$ cat src/hdl/flps_pkg.sv
// Shared types and constants for the framed LED pattern sequencer.
package flps_pkg;

  localparam int PATTERN_BITS = 8;
  localparam int IDX_W = (PATTERN_BITS > 1) ? $clog2(PATTERN_BITS) : 1;
  localparam logic [7:0] FRAME_START = 8'h00;

  localparam logic OP_BYTE = 1'b0;
  localparam logic OP_TICK = 1'b1;

  typedef enum logic [2:0] {
    PH_IDLE   = 3'd0,
    PH_RIGHT  = 3'd1,
    PH_LEFT   = 3'd2,
    PH_PER_HI = 3'd3,
    PH_PER_LO = 3'd4
  } phase_t;

  typedef struct packed {
    logic        right_lamp_pin;
    logic        left_lamp_pin;
    logic        frame_done;
    logic [7:0]  saved_right;
    logic [7:0]  saved_left;
    logic [15:0] saved_period;
  } result_t;

endpackage

$ cat src/hdl/flps_core.sv
// Frame parser, tick sequencer and lamp pin logic for one accepted transaction.
module flps_core
  import flps_pkg::*;
(
  input  logic       clk,
  input  logic       rst,
  input  logic       accept,
  input  logic       opcode,
  input  logic [7:0] byte_value,
  input  logic       trigger_level,
  output result_t    result
);

  phase_t            phase, phase_next;
  logic [7:0]        right_pattern, right_pattern_next;
  logic [7:0]        left_pattern, left_pattern_next;
  logic [15:0]       step_period, step_period_next;
  logic [IDX_W-1:0]  bit_index, bit_index_next;
  logic [15:0]       tick_count, tick_count_next;
  logic              done;
  logic [15:0]       period;
  logic [15:0]       tick_inc;
  logic [IDX_W:0]    idx_inc;
  logic [7:0]        right_sh, left_sh;

  always_ff @(posedge clk) begin
    if (rst) begin
      phase         <= PH_IDLE;
      right_pattern <= '0;
      left_pattern  <= '0;
      step_period   <= '0;
      bit_index     <= '0;
      tick_count    <= '0;
    end else if (accept) begin
      phase         <= phase_next;
      right_pattern <= right_pattern_next;
      left_pattern  <= left_pattern_next;
      step_period   <= step_period_next;
      bit_index     <= bit_index_next;
      tick_count    <= tick_count_next;
    end
  end

  always_comb begin
    phase_next         = phase;
    right_pattern_next = right_pattern;
    left_pattern_next  = left_pattern;
    step_period_next   = step_period;
    done               = 1'b0;
    if (opcode == OP_BYTE) begin
      if (byte_value == FRAME_START) begin
        phase_next = PH_RIGHT;
      end else begin
        case (phase)
          PH_RIGHT: begin
            right_pattern_next = byte_value;
            phase_next         = PH_LEFT;
          end
          PH_LEFT: begin
            left_pattern_next = byte_value;
            phase_next        = PH_PER_HI;
          end
          PH_PER_HI: begin
            step_period_next = {byte_value, 8'h00};
            phase_next       = PH_PER_LO;
          end
          PH_PER_LO: begin
            step_period_next = {step_period[15:8], step_period[7:0] | byte_value};
            phase_next       = PH_IDLE;
            done             = 1'b1;
          end
          default: begin
            phase_next = phase;
          end
        endcase
      end
    end
  end

  always_comb begin
    period          = (step_period == '0) ? 16'd1 : step_period;
    tick_inc        = tick_count + 16'd1;
    idx_inc         = {1'b0, bit_index} + {{IDX_W{1'b0}}, 1'b1};
    bit_index_next  = bit_index;
    tick_count_next = tick_count;
    if (!trigger_level) begin
      bit_index_next  = '0;
      tick_count_next = '0;
    end else if (opcode == OP_TICK) begin
      tick_count_next = tick_inc;
      if (tick_inc >= period) begin
        tick_count_next = '0;
        if (idx_inc >= (IDX_W+1)'(PATTERN_BITS)) begin
          bit_index_next = '0;
        end else begin
          bit_index_next = idx_inc[IDX_W-1:0];
        end
      end
    end
  end

  always_comb begin
    right_sh              = right_pattern_next >> bit_index_next;
    left_sh               = left_pattern_next >> bit_index_next;
    result.right_lamp_pin = trigger_level & ~right_sh[0];
    result.left_lamp_pin  = trigger_level & ~left_sh[0];
    result.frame_done     = done;
    result.saved_right    = done ? right_pattern_next : 8'h00;
    result.saved_left     = done ? left_pattern_next : 8'h00;
    result.saved_period   = done ? step_period_next : 16'h0000;
  end

endmodule

$ cat src/hdl/framed_led_pattern_sequencer_top.sv
// Top level: stream ports, frame and tick processing, registered result.
// Each accepted transaction is a serial byte or a timer tick and yields one
// result, registered in a single output register. A new transaction
// is taken every clock while the result side accepts; the block stalls only
// while that output register holds an untaken result.
module framed_led_pattern_sequencer_top
  import flps_pkg::*;
(
  input  logic        clk,
  input  logic        rst,
  input  logic        s_tvalid,
  output logic        s_tready,
  input  logic [15:0] s_tdata,   // [7:0] byte_value, [8] trigger_level, [15:9] zero
  input  logic        s_tuser,   // [0] opcode
  output logic        m_tvalid,
  input  logic        m_tready,
  output logic [39:0] m_tdata    // [0] right_lamp_pin, [1] left_lamp_pin, [2] frame_done,
                                 // [10:3] saved_right, [18:11] saved_left,
                                 // [34:19] saved_period, [39:35] zero
);

  logic    accept;
  result_t result;
  result_t out_reg;
  logic    out_valid;

  assign s_tready = !out_valid || m_tready;
  assign accept   = s_tvalid && s_tready;

  flps_core u_core (
    .clk           (clk),
    .rst           (rst),
    .accept        (accept),
    .opcode        (s_tuser),
    .byte_value    (s_tdata[7:0]),
    .trigger_level (s_tdata[8]),
    .result        (result)
  );

  always_ff @(posedge clk) begin
    if (rst) begin
      out_valid <= 1'b0;
    end else if (accept) begin
      out_valid <= 1'b1;
    end else if (m_tready) begin
      out_valid <= 1'b0;
    end
  end

  always_ff @(posedge clk) begin
    if (accept) begin
      out_reg <= result;
    end
  end

  assign m_tvalid = out_valid;
  assign m_tdata  = {5'b00000, out_reg.saved_period, out_reg.saved_left, out_reg.saved_right,
                     out_reg.frame_done, out_reg.left_lamp_pin, out_reg.right_lamp_pin};

endmodule

$ cat config.mk
export PLATFORM = sky130hd
export DESIGN_NAME = framed_led_pattern_sequencer_top
export DESIGN_NICKNAME = d
export VERILOG_FILES = /design/src/hdl/flps_pkg.sv /design/src/hdl/flps_core.sv /design/src/hdl/framed_led_pattern_sequencer_top.sv
export SDC_FILE = /design/constraint.sdc
export NUM_CORES = 1
export LEC_CHECK = 0
export ABC_AREA = 1
export BUFFER_PORTS_ARGS = -buffer_cell sky130_fd_sc_hd__buf_2
export CORE_MARGIN = 1.5
export CORE_UTILIZATION = 60
export CTS_CLUSTER_SIZE = 12
export DETAILED_ROUTE_END_ITERATION = 7
export GPL_ROUTABILITY_DRIVEN = 0
export PLACE_DENSITY = 0.83
export SLEW_MARGIN = 30
export SYNTH_ARGS = -nofsm -noshare
export SYNTH_HDL_FRONTEND = slang
export SYNTH_SLANG_ARGS = --single-unit
$ cat constraint.sdc
create_clock -name clk -period 6.4 [get_ports clk]
set_clock_uncertainty 0.1 [all_clocks]
set_input_delay 0.64 -clock clk [delete_from_list [all_inputs] [get_ports clk]]
set_output_delay 0.64 -clock clk [all_outputs]
set_load 0.02 [all_outputs]
# After elaboration in Yosys (flattened, before gate mapping)

Index checks and enable logic that the tools add are counted.

Bits in registers: 90
Bits of input ports: 21
Output and inout bits: 42
Logic and storage cells: 63

Add/subtract/negate cells: 2
Magnitude comparators: 2
Equality and inequality tests: 5
Shift operators: 2
Multiplexer cells: 24
Bitwise logic cells: 6
Reduce and logical (&&, ||, !) cells: 9

Operators with widths:

| operator                                                                 | count |
|---|---|
| 16-bit 2-to-1 mux                                                        | 6 |
| 8-bit 2-to-1 mux                                                         | 6 |
| 16-bit case mux with 2 select lines                                      | 1 |
| 16-bit by 1-bit adder with 16-bit output (second input constant)         | 1 |
| 16-bit greater-or-equal comparator                                       | 1 |
| 16-bit zero test                                                         | 1 |
| 8-bit by 3-bit right shift with 1-bit output                             | 2 |
| 3-bit 2-to-1 mux                                                         | 5 |
| 3-bit case mux with 4 select lines                                       | 1 |
| 8-bit zero test                                                          | 1 |
| 8-bit bitwise OR                                                         | 1 |
| 3-bit by 2-bit equality test with 1-bit output (second input constant)   | 2 |
| 1-bit 2-to-1 mux                                                         | 5 |
| 5-bit nonzero test                                                       | 1 |
| 3-bit by 1-bit adder with 4-bit output (second input constant)           | 1 |
| 4-bit greater-or-equal comparator (second input constant)                | 1 |
| 3-bit by 1-bit equality test with 1-bit output (second input constant)   | 1 |
| 3-bit equality test (second input constant)                              | 1 |
| 1-bit inverter                                                           | 3 |
| 3-bit AND reduction                                                      | 1 |
| 1-bit bitwise AND                                                        | 2 |
| 2-bit by 1-bit inequality test with 1-bit output (second input constant) | 1 |
| 2-bit AND reduction                                                      | 1 |
| 2-bit nonzero test                                                       | 1 |
| 3 further kinds                                                          | 3 |

# Longest topological paths before layout

Depth after elaboration: 9
Gate-level depth with buffers: 24

# By module

From an unflattened synthesis, not the netlist that was laid out.

Cell total of the unflattened synthesis: 602
Area total of the unflattened synthesis: 4901.0 um^2

Modules (own cells, without submodules):

| module                           | times used | cells an instance | area an instance (um^2) | seq. area each (um^2) |
|---|---|---|---|---|
| flps_core                        | 1          | 555               | 3761.1                  | 1081.0 |
| framed_led_pattern_sequencer_top | 1          | 47                | 1139.8                  | 1071.0 |

# Worst setup path before layout

Ideal clock, no wire load.

Kind: register to register
Start point: reg u_core.tick_count[0]
End point: reg out_reg (netlist bit m_tdata[1]), data pin
Library setup time: 0.253 ns
Data arrival time: 2.811 ns
Required time: 6.047 ns
Slack: 3.236 ns
Cell stages (with the launch flop): 22
Path buffers: 1
Path through: dfxtp_1 > nand2_1 > nor2_2 > nand3_2 > nor3_4 > nand3_2 > nor3_4 > nand3_2 > xnor2_2 > ha_1 > nand2_1 > nor3_1 > nand2_1 > nand2_2 > nand3_1 > nand3_2 > buf_6 > nand2_1 > nand3_1 > nand2_1 > nor2_1 > nor2_1

RTL lines:

| item                     | line                                   | source |
|---|---|---|
| start: declaration       | flps_core.sv:19                        | `logic [15:0] tick_count, tick_count_next;` |
| start signal: assignment | flps_core.sv:40                        | `tick_count <= tick_count_next;` |
| end signal: assignment   | framed_led_pattern_sequencer_top.sv:52 | `out_reg <= result;` |
| end: declaration         | framed_led_pattern_sequencer_top.sv:24 | `result_t out_reg;` |

==> summary.txt <==
Outcome
  • Outcome: finished, final reports clean

Layout
  • Area grow syn2layout: 9.973%
  • Post-route design area: 5160 um2
  • # nets final: 675
  • ANT cells: 0
  • Layout cells sized above 1: 0.1295
  • Util after Layout: 0.6747

Clock tree
  • H-tree depth: 3
  • Post-CTS Hold Fix Bufs: 0
  • CTS Buf Count: 9
  • CTS tree: done
  • Clk Latency, worst-skew pair: 360 ps
  • # resized after CTS: 0
  • CTS max path bufs: 2
  • CTS clk-pin slew, worst paths: 100 ps
  • CTS Root Cell: clkbuf_8
  • Clk sinks: 90
  • Setup bufs post-CTS: 0

Timing
  • Final Hold Vio Count: 0
  • Pins over their slew limit: 0
  • Fmax achieved: 268.2 MHz
  • RSZ-0062 raised after global routing: false
  • Final Setup Violations: 0
  • Least-Margin Pin Slew: 794.0 ps
  • Crit share post-route: 0.5827
  • Max-slew headroom: 0.4701
  • TNS Setup: 0 ps
  • Post-layout min period: 3729 ps

Power
  • Pwr Total: 1166 uW
  • Clock power share: 0.330
  • Leakage: 0.002338 uW
  • Int Pwr: 824.1 uW
  • Switch share: 0.2932
  • Logic gate share of total power: 0.129
  • Net switching power: 341.8 uW
  • Sequential share of power: 0.541
  • Peak VDD IR: 0.0001028 V
  • Pwr dens: 226.0 nW/um2

GRT
  • Global-route wire length before repair: 16990 um
  • Gr ovfl total: 0
  • Met1 Use GR: 0.3299
  • GR peak layer: met2
  • Largest net degree at the start of global routing: 58
  • Vias in the first global route: 3803
  • Overall Global Routing Usage: 0.2572
  • Met2 usage in global routing: 0.4148
  • Initial antenna violation count: 0
  • Grt met3 use: 0.04523

Synth
  • Post-Syn Area: 4692 um2
  • Area share of the leading cell type in the synthesized netlist: 0.2347
  • Top cells by count, synth: nand2_1 (130), inv_1 (101), dfxtp_1 (55)
  • Ys Warns: 0
  • Top cells by area, synth: dfxtp_1 (23%), edfxtp_1 (22%), nand2_1 (10%)
  • Synth Register Bits: 90
  • Syn Area/Cell: 7.886 um2
  • Synth area leader: dfxtp_1
  • Cell count after synthesis: 595
  • EDFF count, synth: 35
  • Sequential area share after synthesis: 0.4587
  • Synth Flop Type: dfxtp_1
  • Distinct cells, synth: 37
  • Async S/R FF share, synth: 0
  • Most frequent cell after synthesis: nand2_1

Worst setup path
  • Critical Path AT: 3760 ps
  • Crit end category: flop
  • CP Launch Type: flop
  • Critical Path Fanout Max: 11
  • Crit path kind: reg2reg
  • Worst Path Required: 6430 ps

Place
  • Port-buffer cells: 50
  • Placed Area: 4965 um2
  • DP HPWL: 7269 um

Drt
  • Final WL: 10350 um
  • DRC viols: 0
  • First drt pass iteration count: 6
  • Antenna Nets Post-Route: 0
  • DR iter-0 viols: 394
  • Vias per cell: 5.568
  • DR WL/cell: 13.92 um
  • Vias: 4137

Floorplanning
  • Die Wd: 91.43 um
  • Die H: 91.43 um
  • Floorplan Core Area: 7647 um2
  • Die area: 8359 um2
  • # IOs: 63
  • Row cnt: 32
  • Initial Util: 0.6135

Run
  • Max_cap viols: 0

Hold path
  • Hold/Removal Path Class: reg2reg
per-stage QoR:
stage / setup slack [ps] / instances / hold slack [ps]
5_1_grt: 2341 / 743 / 394.2
4_1_cts: 2699 / 743 / 386.0
3_3_place_gp: 2845 / 727 / 354.2
2_1_floorplan: 3236 / 599 / 345.3
3_5_place_dp: 2760 / 727 / 373.1
6_report: 2671 / 743 / 387.9
critical path, stage by stage (launching register included):
cell and delay (ps):
dfxtp_1 430, nand2_1 100, nor2_2 150, nand3_2 120, nor3_4 170, nand3_2 150, nor3_4 180, nand3_2 110
xnor2_2 150, ha_1 310, a21oi_1 150, o21ai_0 100, a21oi_1 150, nand2_2 140, nand3_1 270, nand3_2 260
nor2_1 180, nor2_1 80, nor2_1 110, nor2_1 50
per-layer routing:
layer / up-vias / share of wire
met5: - / 0
met4: 0 / 0.034
met3: 29 / 0.075
met2: 187 / 0.47
met1: 1908 / 0.42
li1: 2013 / -
state kept, by name (all words and copies together), names as in the netlist:
name                  flops
u_core.bit_index          3
u_core.tick_count        16
u_core.right_pattern      8
u_core.phase              3
u_core.step_period       16
m_tdata                  35
m_tvalid                  1
u_core.left_pattern       8
power groups by stage:
stage | combinational [uW] | clock (uW) | sequential [uW]
after floorplan | 95.9 | 0 | 657
after global placement | 141 | 0 | 642
after detailed placement | 146 | 0 | 643
after CTS | 148 | 386 | 630
after global routing | 167 | 410 | 633
final | 151 | 385 | 631
path summary, 6_finish.rpt:
check / start / end / slack, ps / depth (start not counted)
setup / recovery: u_core.tick_count[0] / m_tdata[1] / 2670 / 19
hold / removal: u_core.bit_index[2] / u_core.bit_index[2] / 390 / 2
setup reg to reg: u_core.tick_count[0] / m_tdata[1] / 2670 / 19
hold reg to reg: u_core.bit_index[2] / u_core.bit_index[2] / 390 / 2
logic make-up (layout without fill, tap and decap cells):
group / Yosys count / count (layout) / share of synthesized area
DFF: 90 / 90 / 0.4587
other: 1 / 5 / 0.0007992
AOI/OAI and AO/OA: 108 / 108 / 0.1341
and+or+nand+nor: 236 / 236 / 0.2211
xor gates and xnor gates: 14 / 14 / 0.02773
adders and majority gates: 18 / 18 / 0.04800
buffers and inverters: 128 / 170 / 0.1096
final cells by class:
| cell class | count | area [um2] |
|---|---|---|
| clock inverter | 6 | 56.30 |
| fill | 637 | 2487 |
| tap | 102 | 127.6 |
| multi-input combinational | 381 | 2041 |
| clock buffer | 10 | 137.6 |
| inverter | 103 | 387.9 |
| timing repair buffer | 51 | 257.7 |
| sequential | 90 | 2152 |
cells in the final DEF (no fill, tap or decap), types with 3 or more instances in the layout:
cell      instances
a22oi_1           4
nand4_1          11
dfxtp_1          55
xnor2_1           6
buf_2            50
inv_6             3
conb_1            5
nor2_1           54
nand3_1          11
inv_1           101
nor4_1            4
xor2_1            7
nor3_4            3
o21ai_0          33
a21oi_1          41
nor3_1           12
ha_1             18
nand2_1         130
edfxtp_1         35
clkbuf_8         10
nand3_2           4
o211ai_1         23
No activity file was read; power rests on OpenSTA's default activity.
